## config.mk

```make
export PLATFORM = sky130hd
export DESIGN_NAME = utf8_validate_sanitize
export DESIGN_NICKNAME = d
export VERILOG_FILES = /design/src/sv/utf8vs_pkg.sv /design/src/sv/utf8_validate_sanitize.sv /design/src/sv/utf8vs_front.sv /design/src/sv/utf8vs_queue.sv /design/src/sv/utf8vs_back.sv
export SDC_FILE = /design/constraint.sdc
export NUM_CORES = 1
export LEC_CHECK = 0
export ABC_AREA = 1
export BUFFER_PORTS_ARGS = -buffer_cell sky130_fd_sc_hd__buf_4
export CAP_MARGIN = 20
export CORE_MARGIN = 8
export CORE_UTILIZATION = 55
export CTS_BUF_LIST = sky130_fd_sc_hd__clkbuf_2
export DETAILED_ROUTE_END_ITERATION = 16
export PLACE_DENSITY = 0.72
export SLEW_MARGIN = 10
export SYNTH_ARGS = -nofsm -noshare
export SYNTH_HDL_FRONTEND = slang
export SYNTH_SLANG_ARGS = --single-unit
```

## constraint.sdc

```tcl
create_clock -name clk -period 7.4 [get_ports clk]
set_clock_uncertainty 0.2 [all_clocks]
set_input_delay 0.37 -clock clk [delete_from_list [all_inputs] [get_ports clk]]
set_output_delay 0.37 -clock clk [all_outputs]
set_load 0.01 [all_outputs]
```

## src/sv/utf8vs_pkg.sv

```systemverilog
`timescale 1ns / 1ps

package utf8vs_pkg;

	localparam logic [7:0]  QMARK       = 8'h3F;
	localparam logic [7:0]  LEAD_MIN    = 8'hC2;
	localparam logic [7:0]  LEAD_MAX    = 8'hF4;
	localparam logic [7:0]  LEAD3_MIN   = 8'hE0;
	localparam logic [7:0]  LEAD4_MIN   = 8'hF0;
	localparam logic [20:0] CP_LIMIT    = 21'h110000;
	localparam logic [20:0] SURR_LO     = 21'h00D800;
	localparam logic [20:0] SURR_HI     = 21'h00E000;
	localparam logic [20:0] FLOOR3      = 21'h000800;
	localparam logic [20:0] FLOOR4      = 21'h010000;
	localparam logic [1:0]  CONT_TAG    = 2'b10;

	localparam int unsigned QUEUE_DEPTH = 4;

	// One entry of the queue: a run of held bytes (originals or all '?'),
	// then an optional closing result.
	typedef struct packed {
		logic [1:0]       pre_n;
		logic             pre_bad;
		logic [2:0][7:0]  pre_bytes;
		logic             tail_v;
		logic [7:0]       tail_byte;
		logic             tail_rep;
		logic             tail_done;
		logic [20:0]      tail_cp;
		logic             tail_end;
		logic             tail_clean;
	} cmd_t;

endpackage

```

## src/sv/utf8_validate_sanitize.sv

```systemverilog
`timescale 1ns / 1ps

// channel | handshake            | payload
// --------+----------------------+--------------------------------------------
// input   | in_valid / in_stall  | in_byte
// output  | out_valid / out_stall| out_byte, replaced, char_done, code_point,
//         |                      | string_end, string_clean, last
//
// One byte is taken per cycle while the queue is not full; the decoder answers in the same cycle it takes a byte.
// Each queue entry is played out at one result per cycle while out_stall allows, 1 to 4 results per entry.
// The first result of a byte is registered in the queue and then in the output register.
// The output port limits throughput.
// in_stall rises only while the command queue is full; out_stall holds the output register.
// Reset clears the decoder state, the queue and the output valid.

module utf8_validate_sanitize #(
	parameter int unsigned QDEPTH = utf8vs_pkg::QUEUE_DEPTH
) (
	input  logic        clk,
	input  logic        arst_n,
	input  logic        in_valid,
	output logic        in_stall,
	input  logic [7:0]  in_byte,
	output logic        out_valid,
	input  logic        out_stall,
	output logic [7:0]  out_byte,
	output logic        replaced,
	output logic        char_done,
	output logic [20:0] code_point,
	output logic        string_end,
	output logic        string_clean,
	output logic        last
);
	import utf8vs_pkg::*;

	cmd_t cmd;
	cmd_t head;
	logic push, pop, full, empty;

	utf8vs_front u_front (
		.clk      (clk),
		.arst_n   (arst_n),
		.in_valid (in_valid),
		.in_byte  (in_byte),
		.full     (full),
		.in_stall (in_stall),
		.push     (push),
		.cmd      (cmd)
	);

	utf8vs_queue #(
		.QDEPTH (QDEPTH)
	) u_queue (
		.clk    (clk),
		.arst_n (arst_n),
		.push   (push),
		.wr_cmd (cmd),
		.pop    (pop),
		.head   (head),
		.full   (full),
		.empty  (empty)
	);

	utf8vs_back u_back (
		.clk          (clk),
		.arst_n       (arst_n),
		.head         (head),
		.empty        (empty),
		.pop          (pop),
		.out_stall    (out_stall),
		.out_valid    (out_valid),
		.out_byte     (out_byte),
		.replaced     (replaced),
		.char_done    (char_done),
		.code_point   (code_point),
		.string_end   (string_end),
		.string_clean (string_clean),
		.last         (last)
	);

endmodule

```

## src/sv/utf8vs_front.sv

```systemverilog
`timescale 1ns / 1ps

module utf8vs_front (
	input  logic                clk,
	input  logic                arst_n,
	input  logic                in_valid,
	input  logic [7:0]          in_byte,
	input  logic                full,
	output logic                in_stall,
	output logic                push,
	output utf8vs_pkg::cmd_t    cmd
);
	import utf8vs_pkg::*;

	logic [2:0][7:0] held_q, held_nxt;
	logic [1:0]      held_cnt_q, held_cnt_nxt;
	logic [2:0]      seq_len_q, seq_len_nxt;
	logic [20:0]     part_q, part_nxt;
	logic            any_rep_q, any_rep_nxt;

	logic            accept;
	logic            is_cont;
	logic            start;
	logic [1:0]      k;
	logic [2:0]      rem;
	logic [20:0]     new_part;
	logic [20:0]     c_bits;
	logic            incons;
	logic            fail;

	assign accept   = in_valid && !full;
	assign in_stall = full;
	assign is_cont  = (in_byte[7:6] == CONT_TAG);
	assign k        = held_cnt_q;
	assign rem      = seq_len_q - 3'd1 - {1'b0, k};
	assign c_bits   = {15'd0, in_byte[5:0]};

	always_comb begin
		unique case (rem)
			3'd0:    new_part = part_q | c_bits;
			3'd1:    new_part = part_q | (c_bits << 6);
			default: new_part = part_q | (c_bits << 12);
		endcase
	end

	always_comb begin
		cmd          = '0;
		cmd.pre_bytes = held_q;
		held_nxt     = held_q;
		held_cnt_nxt = held_cnt_q;
		seq_len_nxt  = seq_len_q;
		part_nxt     = part_q;
		any_rep_nxt  = any_rep_q;
		start        = 1'b0;
		incons       = (k == 2'd0) || ({1'b0, k} >= seq_len_q);
		fail         = 1'b0;

		if (seq_len_q == 3'd0) begin
			start = 1'b1;
		end else if (is_cont) begin
			if (seq_len_q == 3'd4 && k == 2'd1 && new_part >= CP_LIMIT)
				fail = 1'b1;
			if (seq_len_q == 3'd4 && k == 2'd2) begin
				if ((new_part >= SURR_LO && new_part < SURR_HI) || new_part < FLOOR4)
					fail = 1'b1;
			end
			if (seq_len_q == 3'd3 && k == 2'd1) begin
				if ((new_part >= SURR_LO && new_part < SURR_HI) || new_part < FLOOR3)
					fail = 1'b1;
			end
			if (incons || fail) begin
				// drop the sequence: held bytes and this one become '?'
				cmd.pre_n    = k;
				cmd.pre_bad  = 1'b1;
				cmd.tail_v   = 1'b1;
				cmd.tail_byte = QMARK;
				cmd.tail_rep = 1'b1;
				any_rep_nxt  = 1'b1;
				held_cnt_nxt = 2'd0;
				seq_len_nxt  = 3'd0;
				part_nxt     = '0;
			end else if ({1'b0, k} + 3'd1 == seq_len_q) begin
				cmd.pre_n     = k;
				cmd.tail_v    = 1'b1;
				cmd.tail_byte = in_byte;
				cmd.tail_done = 1'b1;
				cmd.tail_cp   = new_part;
				held_cnt_nxt  = 2'd0;
				seq_len_nxt   = 3'd0;
				part_nxt      = '0;
			end else begin
				if (k != 2'd3)
					held_nxt[k] = in_byte;
				held_cnt_nxt = k + 2'd1;
				part_nxt     = new_part;
			end
		end else begin
			// broken sequence: flush held bytes, then restart on this byte
			cmd.pre_n    = k;
			cmd.pre_bad  = 1'b1;
			if (k != 2'd0)
				any_rep_nxt = 1'b1;
			held_cnt_nxt = 2'd0;
			seq_len_nxt  = 3'd0;
			part_nxt     = '0;
			start        = 1'b1;
		end

		if (start) begin
			priority if (in_byte == 8'd0) begin
				cmd.tail_v     = 1'b1;
				cmd.tail_end   = 1'b1;
				cmd.tail_clean = !any_rep_nxt;
				any_rep_nxt    = 1'b0;
			end else if (!in_byte[7]) begin
				cmd.tail_v    = 1'b1;
				cmd.tail_byte = in_byte;
				cmd.tail_done = 1'b1;
				cmd.tail_cp   = {13'd0, in_byte};
			end else if (in_byte > LEAD_MAX || is_cont || in_byte < LEAD_MIN) begin
				cmd.tail_v    = 1'b1;
				cmd.tail_byte = QMARK;
				cmd.tail_rep  = 1'b1;
				any_rep_nxt   = 1'b1;
			end else if (in_byte >= LEAD4_MIN) begin
				seq_len_nxt  = 3'd4;
				part_nxt     = {in_byte[2:0], 18'd0};
				held_nxt[0]  = in_byte;
				held_cnt_nxt = 2'd1;
			end else if (in_byte >= LEAD3_MIN) begin
				seq_len_nxt  = 3'd3;
				part_nxt     = {5'd0, in_byte[3:0], 12'd0};
				held_nxt[0]  = in_byte;
				held_cnt_nxt = 2'd1;
			end else begin
				seq_len_nxt  = 3'd2;
				part_nxt     = {10'd0, in_byte[4:0], 6'd0};
				held_nxt[0]  = in_byte;
				held_cnt_nxt = 2'd1;
			end
		end
	end

	assign push = accept && ((cmd.pre_n != 2'd0) || cmd.tail_v);

	always_ff @(posedge clk or negedge arst_n) begin
		if (!arst_n) begin
			held_q     <= '0;
			held_cnt_q <= '0;
			seq_len_q  <= '0;
			part_q     <= '0;
			any_rep_q  <= 1'b0;
		end else if (accept) begin
			held_q     <= held_nxt;
			held_cnt_q <= held_cnt_nxt;
			seq_len_q  <= seq_len_nxt;
			part_q     <= part_nxt;
			any_rep_q  <= any_rep_nxt;
		end
	end

	a_idle_empty: assert property (@(posedge clk) disable iff (!arst_n)
		seq_len_q == 3'd0 |-> held_cnt_q == 2'd0)
		else $error("held bytes while no sequence is open");

	a_open_count: assert property (@(posedge clk) disable iff (!arst_n)
		seq_len_q != 3'd0 |-> held_cnt_q != 2'd0 && {1'b0, held_cnt_q} < seq_len_q)
		else $error("held count out of step with sequence length");

endmodule

```

## src/sv/utf8vs_queue.sv

```systemverilog
`timescale 1ns / 1ps

module utf8vs_queue #(
	parameter int unsigned QDEPTH = utf8vs_pkg::QUEUE_DEPTH
) (
	input  logic                clk,
	input  logic                arst_n,
	input  logic                push,
	input  utf8vs_pkg::cmd_t    wr_cmd,
	input  logic                pop,
	output utf8vs_pkg::cmd_t    head,
	output logic                full,
	output logic                empty
);
	import utf8vs_pkg::*;

	localparam int unsigned PTR_W = (QDEPTH > 1) ? $clog2(QDEPTH) : 1;
	localparam int unsigned CNT_W = $clog2(QDEPTH + 1);

	cmd_t             mem_q [QDEPTH];
	logic [PTR_W-1:0] wr_ptr_q, rd_ptr_q;
	logic [CNT_W-1:0] cnt_q;

	function automatic logic [PTR_W-1:0] ptr_inc(input logic [PTR_W-1:0] p);
		ptr_inc = (p == PTR_W'(QDEPTH - 1)) ? '0 : p + 1'b1;
	endfunction

	assign head  = mem_q[rd_ptr_q];
	assign full  = (cnt_q == CNT_W'(QDEPTH));
	assign empty = (cnt_q == '0);

	always_ff @(posedge clk) begin
		if (push)
			mem_q[wr_ptr_q] <= wr_cmd;
	end

	always_ff @(posedge clk or negedge arst_n) begin
		if (!arst_n) begin
			wr_ptr_q <= '0;
			rd_ptr_q <= '0;
			cnt_q    <= '0;
		end else begin
			if (push)
				wr_ptr_q <= ptr_inc(wr_ptr_q);
			if (pop)
				rd_ptr_q <= ptr_inc(rd_ptr_q);
			if (push && !pop)
				cnt_q <= cnt_q + 1'b1;
			else if (pop && !push)
				cnt_q <= cnt_q - 1'b1;
		end
	end

	a_no_overflow: assert property (@(posedge clk) disable iff (!arst_n)
		push |-> !full || pop)
		else $error("push into a full queue");

	a_no_underflow: assert property (@(posedge clk) disable iff (!arst_n)
		pop |-> !empty)
		else $error("pop from an empty queue");

endmodule

```

## src/sv/utf8vs_back.sv

```systemverilog
`timescale 1ns / 1ps

module utf8vs_back (
	input  logic                clk,
	input  logic                arst_n,
	input  utf8vs_pkg::cmd_t    head,
	input  logic                empty,
	output logic                pop,
	input  logic                out_stall,
	output logic                out_valid,
	output logic [7:0]          out_byte,
	output logic                replaced,
	output logic                char_done,
	output logic [20:0]         code_point,
	output logic                string_end,
	output logic                string_clean,
	output logic                last
);
	import utf8vs_pkg::*;

	logic [1:0]  idx_q;
	logic        out_valid_q;
	logic [7:0]  out_byte_q;
	logic        replaced_q, char_done_q, string_end_q, string_clean_q, last_q;
	logic [20:0] code_point_q;

	logic        load;
	logic        in_pre;
	logic        is_last;
	logic [2:0]  total;
	logic [7:0]  r_byte;
	logic        r_rep, r_done, r_end, r_clean;
	logic [20:0] r_cp;

	assign load    = !empty && (!out_valid_q || !out_stall);
	assign total   = {1'b0, head.pre_n} + {2'b00, head.tail_v};
	assign is_last = ({1'b0, idx_q} + 3'd1 == total);
	assign in_pre  = (idx_q < head.pre_n);
	assign pop     = load && is_last;

	always_comb begin
		if (in_pre) begin
			r_byte  = head.pre_bad ? QMARK : head.pre_bytes[idx_q];
			r_rep   = head.pre_bad;
			r_done  = 1'b0;
			r_cp    = '0;
			r_end   = 1'b0;
			r_clean = 1'b0;
		end else begin
			r_byte  = head.tail_byte;
			r_rep   = head.tail_rep;
			r_done  = head.tail_done;
			r_cp    = head.tail_cp;
			r_end   = head.tail_end;
			r_clean = head.tail_clean;
		end
	end

	always_ff @(posedge clk or negedge arst_n) begin
		if (!arst_n) begin
			idx_q       <= '0;
			out_valid_q <= 1'b0;
		end else begin
			if (load)
				idx_q <= is_last ? 2'd0 : idx_q + 2'd1;
			if (load)
				out_valid_q <= 1'b1;
			else if (!out_stall)
				out_valid_q <= 1'b0;
		end
	end

	// hold the result while the receiver stalls
	always_ff @(posedge clk) begin
		if (load) begin
			out_byte_q     <= r_byte;
			replaced_q     <= r_rep;
			char_done_q    <= r_done;
			code_point_q   <= r_cp;
			string_end_q   <= r_end;
			string_clean_q <= r_clean;
			last_q         <= is_last;
		end
	end

	assign out_valid    = out_valid_q;
	assign out_byte     = out_byte_q;
	assign replaced     = replaced_q;
	assign char_done    = char_done_q;
	assign code_point   = code_point_q;
	assign string_end   = string_end_q;
	assign string_clean = string_clean_q;
	assign last         = last_q;

	a_entry_nonempty: assert property (@(posedge clk) disable iff (!arst_n)
		!empty |-> total != 3'd0 && {1'b0, idx_q} < total)
		else $error("queue entry has no result at the current index");

	a_qmark: assert property (@(posedge clk) disable iff (!arst_n)
		out_valid_q && replaced_q |-> out_byte_q == QMARK && !char_done_q)
		else $error("replaced result is not a plain question mark");

endmodule

```

Yosys cells after proc, flatten, opt, wreduce, memory -nomap -nowiden --
Memory sizes are Yosys's and may differ from the RTL's. Cells that the tools add are included. Widths: inputs -> output; s select.
Word-level totals: output and inout bits 36, word-level logic and storage cells 191, bits of input ports 12, memories kept 1, register bits 95, bits in writable memories 244
Memories:
- u_queue.mem_q | words 4, width 61, read ports 1, clocked after memory_dff 0, wr ports 1, line utf8vs_queue.sv:20 | cmd_t mem_q [QDEPTH];
Cells by class: add/sub/neg operators 11, multiplexer cells 91, bitwise gates (word level) 6, reduce and logical (&&, ||, !) cells 36, order comparisons 14, eq/ne operators 13
Operator list (count):
- $mux 21 | 9
- $mux 8 | 13
- $mux 22 | 3
- $mux 32 | 2
- $pmux 21 s2 | 1
- $mux 3 | 13
- $mux 34 | 1
- $mux 31 | 1
- $mux 2 | 14
- $mux 9 | 3
- $mux 1 | 26
- $bwmux 24 | 1
- $ge 21x16->1 const B | 1
- $ge 21x21->1 const B | 1
- $lt 21x12->1 const B | 1
- $lt 21x16->1 const B | 1
- $lt 21x17->1 const B | 1
- $or 21x12->21 | 1
- $or 21x18->21 | 1
- $or 21x6->21 | 1
- $bmux 8 s2 | 1
- $demux 8 s2 | 1
- $ge 8x8->1 const B | 2
- $mux 16 | 1
- other kinds (30) | 71

Logic depth before layout (Yosys ltp) --
Gate-level depths: netlist of the first run.
word-level depth 27, mapped depth 26, depth with buffers taken out 26

By module --
Synthesis of the first run repeated with hierarchy kept, for this count alone.
Unflattened totals: cells, all modules 1416, area total of the unflattened synthesis 15562.4 um2
Modules (own cells, without submodules):
- utf8vs_queue | times used 1, area an instance 10438.8 um2, cells each 764, sequential area each 7502.2 um2
- utf8vs_front | times used 1, area an instance 3194.3 um2, cells each 425, sequential area each 1276.2 um2
- utf8vs_back | times used 1, area an instance 1929.4 um2, cells each 227, sequential area each 1096.1 um2

Worst setup path before layout of the first run --
No wires, ideal clock.
kind flip-flop to flip-flop, from reg u_front.held_cnt_q[0], to mem u_queue.mem_q[0][0] (netlist bit), enable pin, data required time 6720 ps, buffers on the path 0, slack 1747 ps, stages on the path, launching flop included 17, setup time 480 ps, clock period less this slack 5653 ps, data arrival time 4972 ps, cells stage by stage dfrtp_1 inv_1 ha_1 inv_1 fa_1 nand3_4 a21oi_1 nand2_1 nor2_1 nand3_2 nand4_4 nand2_4 nand2_1 o21ai_1 nand2_2 nand2_4 nor2_1
Between the ends: word-level cells in the longest chain between the ends 24, elaborated cells between the ends (all ways) 48, classes of those cells add/sub (2); order compare (6); eq/ne (4); mux (22); reduce/logical (14)
RTL lines:
- from (decl) | line utf8vs_front.sv:16 | logic [1:0] held_cnt_q, held_cnt_nxt;
- from (signal assigned) | line utf8vs_front.sv:155 | held_cnt_q <= held_cnt_nxt;
- $sub 3x2->3 | line utf8vs_front.sv:35 | assign rem = seq_len_q - 3'd1 - {1'b0, k};
- $eq 3x1->1 / $logic_not 3->1 (equally long branches) | line utf8vs_front.sv:39 | unique case (rem)
- $pmux 21 s2 | line utf8vs_front.sv:39
- $ge 21x21->1 (tied with other cells) | line utf8vs_front.sv:61 | if (seq_len_q == 3'd4 && k == 2'd1 && new_part >= CP_LIMIT)
- $logic_and 1x1->1 (on tied branches) | line utf8vs_front.sv:61, utf8vs_front.sv:64, utf8vs_front.sv:68
- $mux 1 / $logic_or 1x1->1 (equally long branches) | line utf8vs_front.sv:61, utf8vs_front.sv:64
- $mux 1 | line utf8vs_front.sv:64 | if ((new_part >= SURR_LO && new_part < SURR_HI) || new_part < FLOOR4)
- $mux 1 | line utf8vs_front.sv:63 | if (seq_len_q == 3'd4 && k == 2'd2) begin
- (+8 left out)
- $mux 10 | line utf8vs_front.sv:120 | end else if (in_byte > LEAD_MAX || is_cont || in_byte < LEAD_MIN) begin
- $mux 9 | line utf8vs_front.sv:115 | end else if (!in_byte[7]) begin
- $mux 1 | line utf8vs_front.sv:110 | priority if (in_byte == 8'd0) begin
- $mux 34 | line utf8vs_front.sv:109 | if (start) begin
- $logic_or 1x1->1 (*) | line utf8vs_front.sv:144 | assign push = accept && ((cmd.pre_n != 2'd0) || cmd.tail_v);
- $logic_and 1x1->1 (*) | line utf8vs_front.sv:144
- $mux 1 (*) | line utf8vs_queue.sv:33 | if (push)
- $mux 1 (not written as such) (*) | line utf8vs_queue.sv:34 | mem_q[wr_ptr_q] <= wr_cmd;
- to (decl) | line utf8vs_queue.sv:20
Every way passes the cells marked *; elsewhere a longest branch is shown, timed or not. The select of a mux whose other input is x is not followed.

Worst setup path after layout of the first run --
from reg u_front.held_cnt_q[0], to mem u_queue.mem_q[3][8] (netlist bit), enable pin
The elaborated chain is that of the path after synthesis.

==> impl_metrics.csv, run 1 <==
group,metric,value,unit
worst_setup_path,crit_type,"reg2reg",
final_layout,fin_nets,1348,
detailed_routing,drc,0,
floorplanning,coreArea,25200,um2
worst_setup_path,cp_cell_sequence,"inv_1 > ha_1 > inv_1 > fa_1 > nand3_4 > a21oi_1 > nand2_1 > nor2_1 > nand3_2 > nand4_4 > nand2_4 > nand2_1 > o21ai_1 > nand2_2 > nand2_4 > nor2_4 > buf_4",
timing,rsz0062_at_grt,"false",
logic_synthesis,syn-instance-count,1208,
worst_setup_path,cp_slowest_stage_delay,0.72,ns
floorplanning,die_x,176,um
worst_setup_path,critPathSlowestCell,"nor2_4",
logic_synthesis,yosysTopAreaCellShare,0.591,
timing,setup_viol,0,
logic_synthesis,synthFlopType,"edfxtp_1",
final_layout,final_common_cell,"edfxtp_1",
timing,hold_viol,0,
place,io_buffers,47,
timing,fin_crit_sh,0.641,
worst_setup_path,critical_path_arrival,4.98,ns
timing,slew_headroom,0.356,
hold_path,hold_path.class,"in2reg",
place,dp_cells,1539,
place,place_congestion,0.943,
pwr,peakVddDrop,0.261,mV
detailed_routing,drt_iter0_drc,915,
clock_network,clock_latency,0.86,ns
logic_synthesis,synth_top_area_cell,"edfxtp_1",
clock_network,tritoncts,"yes",
floorplanning,fp.dieArea,31000,um2
worst_setup_path,worstPathRequired,7.64,ns
clock_network,cts.path.max_buffers,3,
detailed_routing,wl_per_cell,19.3,um
timing,tns,0,ns
worst_setup_path,startpoint_type,"flip-flop",
logic_synthesis,synth-seq-cells,339,
global_routing,grt_max_degree,107,
global_routing,grt_pass1_vias,9456,
pwr,cellPowerDensity,400,nW/um2
logic_synthesis,ys_seq_area_frac,0.700,
floorplanning,start_util,0.561,
global_routing,grt_use_total,0.212,
logic_synthesis,ys_top_cells_by_area,"edfxtp_1, dfrtp_1, nor2_1, o21ai_0, nand2_1",
logic_synthesis,synth-edff-count,278,
logic_synthesis,synth_area,14100,um2
global_routing,grt_pass1_wl,51400,um
worst_setup_path,cp_max_fo,37,
timing,period_needed,4.74,ns
global_routing,overflow,0,
detailed_routing,drtPass1Iterations,6,
worst_setup_path,endpoint_kind,"flip-flop",
global_routing,antenna_found_initial,1,
logic_synthesis,ys_types,44,
worst_setup_path,cpLargestDelayFamily,"simple AND/OR/NAND/NOR gates",
timing,fmax,211,MHz
final_layout,final_cells,1707,
timing,worst_pin_slew,0.966,ns
clock_network,postCtsSetupBuffers,0,
floorplanning,rows,58,
floorplanning,die_y,176,um
logic_synthesis,synth_nets,1239,
pwr,total_leakage_power,0.00606,uW
clock_network,cts.sinks,339,
final_layout,syn_to_final_growth,12.0,%
detailed_routing,vias,9722,
flow_run,maxCapViolCount,0,
status,status,"finished clean",
logic_synthesis,avgSynthCellArea,11.7,um2
clock_network,cts-root-buf,"clkbuf_2",
detailed_routing,final_antenna_net_count,0,
clock_network,cts_resized,0,
floorplanning,pin_count,48,
clock_network,ctsHoldBuffers,22,
clock_network,clk_pin_slew,0.10,ns
clock_network,htreeDepth,3,
final_layout,layout_common_cells,"edfxtp_1, nor2_1, o21ai_0",
place,hpwl,19000,um
logic_synthesis,yosysWarningCount,0,
logic_synthesis,async_flop_share,0.180,
clock_network,numCtsBuffers,83,
detailed_routing,drt_wl_total,32900,um
detailed_routing,viasPerCell,5.70,
worst_setup_path,cp_num_buf_inv,3,
timing,report.final.slew_viol_count,0,
final_layout,layout-drive-gt1-share,0.166,
==> flip-flops by register name, indices dropped and copies added (netlist names), 2 cells and up <==
| register | flops |
|---|---|
| u_back.idx_q | 2 |
| u_queue.cnt_q | 3 |
| u_front.seq_len_q | 3 |
| u_back.out_byte | 8 |
| u_front.cmd | 24 |
| u_back.code_point | 21 |
| u_front.part_q | 21 |
| u_front.held_cnt_q | 2 |
| u_queue.wr_ptr_q | 2 |
| u_queue.rd_ptr_q | 2 |
| u_queue.mem_q | 244 |
==> kinds of logic after synthesis <==
kind of cell / after synthesis / synth area share
adder cells (fa/ha/maj): 19 / 0.0179
XOR/XNOR: 5 / 0.00310
multiplexers: 1 / 0.000798
AND/OR/NAND/NOR: 402 / 0.120
AO/OA/AOI/OAI: 303 / 0.119
flip-flops: 339 / 0.700
buffers and inverters: 139 / 0.0390
==> power breakdown <==
group | leakage, uW | switching, uW | internal (uW) | total [uW]
combinational | 0.00211 | 1500 | 704 | 2210
sequential | 0.00336 | 200 | 2650 | 2850
clock | 0.000588 | 721 | 543 | 1260
total | 0.00606 | 2420 | 3900 | 6320
==> worst reg2reg max path: cells and delay by family, from the launching register on <==
| family | cells | cell delay [ns] |
|---|---|---|
| AOI/OAI and AO/OA | 2 | 0.37 |
| DFF | 1 | 0.45 |
| adders and majority gates | 2 | 0.73 |
| and+or+nand+nor | 10 | 1.76 |
| buffers and inverters | 3 | 0.88 |
==> final timing paths <==
kind	end	startpoint	slack (ns)	cells after the start
worst max-delay path	u_queue.mem_q[3][8]	u_front.held_cnt_q[0]	2.66	17
worst min-delay path	u_back.out_valid	out_stall	0.12	4
worst max register to register	u_queue.mem_q[3][8]	u_front.held_cnt_q[0]	2.66	17
worst min register to register	u_queue.mem_q[3][47]	u_front.cmd[47]	0.28	0
max in group asynchronous	u_queue.rd_ptr_q[1]	arst_n	6.10	4
min in group asynchronous	u_front.part_q[7]	arst_n	0.33	3
==> Yosys cell counts, drive strengths merged (5+ instances only) <==
cell type,n
a21oi,58
a31oi,10
buf,14
clkbuf,44
dfrtp,61
edfxtp,278
ha,17
inv,79
nand2,100
nand3,33
nor2,257
nor3,8
o21ai,175
o221ai,16
o22ai,26
o31ai,5
==> area by class of cell <==
type / instances / area, um2
Clock buffer: 122 / 611
Multi-Input combinational cell: 730 / 3720
Sequential cell: 339 / 9880
Clock inverter: 22 / 173
Fill cell: 1994 / 9380
Inverter: 81 / 304
Timing Repair Buffer: 82 / 701
Antenna cell: 1 / 2.50
Tap cell: 330 / 413
==> per-layer routing <==
layer / share of wire / track usage / up-vias
li1: - / - / 4539
met2: 0.45 / 0.321 / 492
met1: 0.42 / 0.285 / 4609
met5: 0 / 0 / -
met4: 0.031 / 0.0968 / 0
met3: 0.10 / 0.0553 / 82
==> through the flow <==
stage,hold slack (ns),util,instance area (um2),worst slack (ns),total power (uW)
finish,0.118,0.628,15800,2.66,6320
floorplan,-0.126,-,14100,1.75,4290
global route,0.0753,0.628,15800,2.35,6740
detailed placement,0.280,0.586,14800,2.71,5060
global placement,0.263,0.586,14800,2.83,4990
CTS,0.0379,0.627,15800,2.67,6340
(Power assumes the default switching activity.)
==> run 2, diff against run 1 <==
--- a/config.mk
+++ b/config.mk
@@ -12,7 +12,7 @@
 export CORE_UTILIZATION = 55
 export CTS_BUF_LIST = sky130_fd_sc_hd__clkbuf_2
 export DETAILED_ROUTE_END_ITERATION = 16
-export PLACE_DENSITY = 0.72
+export PLACE_DENSITY = 0.75
 export SLEW_MARGIN = 10
 export SYNTH_ARGS = -nofsm -noshare
 export SYNTH_HDL_FRONTEND = slang
==> constraint.sdc (replaced) <==
create_clock -name clk -period 4.1 [get_ports clk]
set_clock_uncertainty 0.2 [all_clocks]
set_input_delay 0.205 -clock clk [delete_from_list [all_inputs] [get_ports clk]]
set_output_delay 0.205 -clock clk [all_outputs]
set_load 0.01 [all_outputs]
==> impl_metrics.csv, run 2 (synthesis gave the netlist of run 1 again) <==
group,metric,value,unit
detailed_routing,top_layer_used,"met4",
worst_setup_path,cp_max_fo,5,
worst_setup_path,crit_type,"reg2reg",
worst_setup_path,startpoint_type,"flip-flop",
timing,report.final.slew_viol_count,0,
timing,hold_viol,0,
detailed_routing,dr_wl_met3,3190,um
pwr,cellPowerDensity,723,nW/um2
global_routing,grt_pass1_vias,9739,
timing,setup_viol,0,
final_layout,final_area,16000,um2
global_routing,antenna_found_initial,1,
floorplanning,pin_count,48,
pwr,peakVddDrop,0.404,mV
timing,period_needed,3.88,ns
detailed_routing,wl_per_cell,18.9,um
hold_path,min-delay-start,"in_byte[4]",
place,placed_area,14900,um2
clock_network,tritoncts,"yes",
detailed_routing,drt_iter0_drc,980,
global_routing,grt_max_degree,109,
global_routing,overflow,0,
worst_setup_path,cpLargestDelayFamily,"adder cells",
pwr,finalPower,11600,uW
floorplanning,die_x,176,um
timing,fin_crit_sh,0.947,
timing,rsz0062_at_grt,"false",
place,dp_cells,1551,
worst_setup_path,worstPathRequired,4.60,ns
detailed_routing,final_antenna_net_count,0,
final_layout,final_cells,1728,
worst_setup_path,cp_slowest_stage_delay,0.55,ns
final_layout,multi_input_area,3730,um2
global_routing,grt_pass1_wl,51500,um
floorplanning,die_y,176,um
clock_network,numCtsBuffers,81,
clock_network,htreeDepth,3,
global_routing,grt_use_total,0.212,
detailed_routing,met1_length,13000,um
floorplanning,fp.dieArea,31000,um2
detailed_routing,wl_met2,15600,um
floorplanning,coreArea,25200,um2
flow_run,maxCapViolCount,0,
final_layout,top_register,"u_queue.mem_q",
final_layout,regArea,9880,um2
clock_network,cts.sinks,339,
place,io_buffers,47,
timing,worst_pin_slew,1.13,ns
pwr,total_leakage_power,0.00617,uW
final_layout,final_common_cell,"edfxtp_1",
final_layout,layout_common_cells,"edfxtp_1, nor2_1, o21ai_0",
worst_setup_path,reg2reg_from,"u_front.held_cnt_q[0]",
timing,fmax,258,MHz
floorplanning,rows,58,
worst_setup_path,crit_path_frequent_cell,"inv_1",
clock_network,cts.path.max_buffers,3,
hold_path,hold_path.class,"in2reg",
final_layout,fin_nets,1362,
floorplanning,start_util,0.561,
final_layout,largest_reg_flops,244,
detailed_routing,vias,9932,
timing,slew_headroom,0.247,
place,hpwl,18800,um
detailed_routing,drc,0,
final_layout,syn_to_final_growth,13.6,%
worst_setup_path,crit_start,"u_front.held_cnt_q[0]",
timing,tns,0,ns
final_layout,layout-drive-gt1-share,0.173,
worst_setup_path,endpoint_kind,"flip-flop",
place,place_congestion,0.901,
worst_setup_path,critPathSlowestCell,"fa_1",
detailed_routing,drt_wl_total,32700,um
clock_network,clk_pin_slew,0.11,ns
detailed_routing,viasPerCell,5.75,
clock_network,clock_latency,0.88,ns
clock_network,cts-root-buf,"clkbuf_2",
worst_setup_path,cp_cell_sequence,"inv_1 > ha_1 > inv_1 > fa_1 > nand2_1 > inv_1 > nand3_2 > o21bai_1 > nand3_1 > nand2_1 > nand3_2 > nand4_4 > nand2_4 > nand2_1 > o21ai_1 > nand2_2 > nand2_4 > inv_1 > ha_1 > inv_1 > fa_1 > a21oi_1 > o21ai_0 > xor2_1",
worst_setup_path,cp_num_buf_inv,5,
status,status,"finished clean",
detailed_routing,drtPass1Iterations,5,
timing,timing.hold.ws,0.136,ns
final_layout,nFillCells,1926,
worst_setup_path,critical_path_arrival,4.39,ns
[run 2: changes by cell type in the layout (fill, tap and decap cells not counted), sizes merged]
cell,delta
clkinv,+5
dlygate4sd3,+4
clkinvlp,-1
buf,+12
bufinv,+1
[run 2: final timing paths]
check                                         end  slack [ns]  cells past startpoint
worst max-delay path             u_queue.cnt_q[2]        0.22                     24
worst min-delay path            u_front.part_q[4]        0.14                      4
worst max register to register   u_queue.cnt_q[2]        0.22                     24
worst min register to register  u_front.any_rep_q        0.31                      2
max in group asynchronous         u_front.cmd[36]        3.13                      4
min in group asynchronous         u_front.cmd[49]        0.23                      4
[run 2: what timing repair did]
action,CTS,global route
hold buffers,26,0
hold endpoints to repair,275,0
setup buffers,0,1
endpoints found under the setup margin,0,2
resized for setup,0,1
[run 2: report_power, final]
part	switching, uW	internal [uW]	total (uW)
clock	1290	1050	2340
combinational	2760	1380	4140
sequential	340	4780	5120
total	4390	7200	11600
[run 2: final cells by class]
cell class | instances | area share
inverter | 81 | 0.0190
clock inverter | 27 | 0.0136
multi-input combinational | 730 | 0.232
clock buffer | 122 | 0.0381
tap | 330 | 0.0257
timing repair buffer | 98 | 0.0549
sequential | 339 | 0.616
antenna | 1 | 0.000156
[run 2: metrics by stage]
step / utilization / setup WS (ns)
2_1_floorplan: - / -0.536
3_3_place_gp: 0.592 / 0.218
3_5_place_dp: 0.592 / 0.153
4_1_cts: 0.636 / 0.123
5_1_grt: 0.637 / 0.00806
6_report: 0.637 / 0.217
[run 2: layer usage]
metal | GRT usage | up-vias
li1 | - | 4579
met1 | 0.274 | 4766
met2 | 0.338 | 509
met3 | 0.0511 | 78
met4 | 0.0918 | 0
met5 | 0 | -
[run 2: worst min-delay path: stages]
cell,delay (ns)
dlygate4sd3_1,0.52
buf_4,0.18
a31oi_1,0.11
nor2_1,0.12
==> run 3, diff against run 2 <==
--- a/config.mk
+++ b/config.mk
@@ -12,7 +12,7 @@
 export CORE_UTILIZATION = 55
 export CTS_BUF_LIST = sky130_fd_sc_hd__clkbuf_2
 export DETAILED_ROUTE_END_ITERATION = 16
-export PLACE_DENSITY = 0.75
+export PLACE_DENSITY = 0.83
 export SLEW_MARGIN = 10
 export SYNTH_ARGS = -nofsm -noshare
 export SYNTH_HDL_FRONTEND = slang
==> impl_metrics.csv, run 3 (synthesis gave the netlist of run 1 again) <==
group,metric,value,unit
pwr,p_int,7010,uW
worst_setup_path,crit_type,"reg2reg",
timing,fmax,252,MHz
floorplanning,die_x,176,um
place,place_congestion,0.878,
detailed_routing,drt_wl_total,33000,um
floorplanning,start_util,0.561,
worst_setup_path,crit_path_frequent_cell,"inv_1",
clock_network,clock_latency,0.85,ns
detailed_routing,drc,0,
worst_setup_path,cp_max_fo,4,
final_layout,syn_to_final_growth,13.6,%
clock_network,clk_pin_slew,0.12,ns
timing,hold_viol,0,
clock_network,htreeDepth,3,
final_layout,nFillCells,1834,
global_routing,grt_pass1_vias,9813,
detailed_routing,wl_per_cell,19.1,um
final_layout,final_cells,1729,
pwr,peakVddDrop,0.520,mV
floorplanning,die_y,176,um
global_routing,grt_pass1_wl,51800,um
timing,report.final.slew_viol_count,0,
place,hpwl,18200,um
worst_setup_path,cp_slowest_stage_delay,0.58,ns
detailed_routing,vias,10061,
final_layout,final_common_cell,"edfxtp_1",
final_layout,largest_reg_flops,244,
worst_setup_path,worstPathRequired,4.60,ns
pwr,comb_power_share,0.365,
pwr,switching_share,0.388,
timing,fin_crit_sh,0.970,
place,io_buffers,47,
place,dp_cells,1550,
final_layout,layout_common_cells,"edfxtp_1, nor2_1, o21ai_0",
clock_network,cts.sinks,339,
worst_setup_path,critPathSlowestCell,"fa_2",
floorplanning,fp.dieArea,31000,um2
floorplanning,rows,58,
pwr,p_sw,4450,uW
worst_setup_path,endpoint_kind,"flip-flop",
global_routing,antenna_found_initial,1,
pwr,cellPowerDensity,715,nW/um2
global_routing,grt_max_degree,90,
clock_network,tritoncts,"yes",
worst_setup_path,cp_cell_sequence,"inv_1 > ha_1 > inv_1 > fa_2 > nand2_1 > inv_1 > nand3_2 > nor2_2 > nor2_1 > nand3_1 > nand2_1 > nand3_2 > nand4_4 > nor2_8 > nand2_4 > nand2_2 > nand2_2 > nand2_4 > inv_1 > ha_1 > inv_1 > fa_1 > mux2_2",
timing,timing.hold.ws,0.177,ns
floorplanning,pin_count,48,
detailed_routing,viasPerCell,5.82,
worst_setup_path,startpoint_type,"flip-flop",
timing,slew_headroom,0.386,
timing,period_needed,3.98,ns
detailed_routing,drtPass1Iterations,6,
floorplanning,coreArea,25200,um2
final_layout,multi_input_area,3770,um2
global_routing,grt_use_total,0.212,
status,status,"finished clean",
final_layout,regArea,9880,um2
timing,rsz0062_at_grt,"true",
global_routing,overflow,0,
timing,setup_viol,0,
detailed_routing,drt_iter0_drc,1284,
clock_network,numCtsBuffers,80,
timing,worst_pin_slew,0.921,ns
pwr,seqPwrFrac,0.446,
detailed_routing,final_antenna_net_count,0,
hold_path,hold_path.class,"in2reg",
final_layout,layout-drive-gt1-share,0.176,
clock_network,cts.path.max_buffers,3,
pwr,total_leakage_power,0.00615,uW
pwr,power.clock.fraction,0.189,
flow_run,maxCapViolCount,0,
clock_network,cts-root-buf,"clkbuf_2",
worst_setup_path,critical_path_arrival,4.48,ns
final_layout,top_register,"u_queue.mem_q",
final_layout,fin_nets,1368,
==> run 3: cell types whose count changed in the layout (fill, tap and decap cells not counted), sizes merged <==
cell | before | now
clkbuf | 122 | 111
clkinvlp | 0 | 1
clkinv | 23 | 31
inv | 81 | 79
bufinv | 4 | 2
buf | 73 | 76
dlygate4sd3 | 25 | 28
nand3 | 33 | 34
==> run 3: critical path: cells and delay by family (launching register included) <==
| family | cells | cell delay (ns) |
|---|---|---|
| adders and majority gates | 4 | 1.33 |
| and+or+nand+nor | 13 | 1.26 |
| muxes | 1 | 0.27 |
| DFF | 1 | 0.45 |
| buffers and inverters | 5 | 0.33 |
==> run 3: timing repair <==
item                                   4_1_cts  5_1_grt
resized for setup                            0       10
buffers inserted                             0        5
endpoints found under the hold margin      251        0
hold buffers                                30        0
setup endpoints to repair                    0        3
==> run 3: per-layer routing <==
metal | vias up | share of wire | GRT usage | wire (um)
met1 | 4775 | 0.39 | 0.272 | 12700
met5 | - | 0 | 0 | 0
met4 | 0 | 0.030 | 0.0986 | 979
li1 | 4583 | - | - | -
met2 | 621 | 0.48 | 0.346 | 15800
met3 | 82 | 0.11 | 0.0423 | 3480
==> run 3: power by group through the flow <==
stage,Clock (uW),Sequential [uW],Combinational [uW]
final,2160,5120,4180
after global routing,2380,5180,4610
after CTS,2210,5100,4120
after detailed placement,0,5170,4010
after global placement,0,5140,3890
after floorplan,0,5190,2540
==> run 3: metrics by stage <==
| step | power (uW) | setup slack (ns) | utilization | setup TNS (ns) | instance area, um2 |
|---|---|---|---|---|---|
| floorplan | 7730 | -0.536 | - | -130.77 | 14100 |
| global placement | 9030 | 0.242 | 0.591 | 0 | 14900 |
| detailed placement | 9180 | 0.154 | 0.591 | 0 | 14900 |
| CTS | 11400 | 0.102 | 0.634 | 0 | 16000 |
| global route | 12200 | -0.0767 | 0.637 | -0.144 | 16000 |
| finish | 11500 | 0.124 | 0.637 | 0 | 16000 |
==> run 3: final timing paths <==
| check | slack, ns | endpoint | cells past startpoint | startpoint |
|---|---|---|---|---|
| worst max-delay path | 0.12 | u_queue.cnt_q[1] | 23 | u_front.held_cnt_q[0] |
| min in group asynchronous | 0.24 | u_front.cmd[50] | 4 | arst_n |
| worst max register to register | 0.12 | u_queue.cnt_q[1] | 23 | u_front.held_cnt_q[0] |
| max in group asynchronous | 3.11 | u_queue.rd_ptr_q[1] | 4 | arst_n |
| worst min register to register | 0.30 | u_front.any_rep_q | 2 | u_front.any_rep_q |
| worst min-delay path | 0.18 | u_front.part_q[3] | 4 | in_byte[3] |
==> run 3: final cells by class <==
cell class	count	area share
sequential	339	0.616
multi-input combinational	731	0.235
timing repair buffer	104	0.0574
clock buffer	111	0.0346
tap	330	0.0258
inverter	81	0.0190
clock inverter	32	0.0119
antenna	1	0.000156
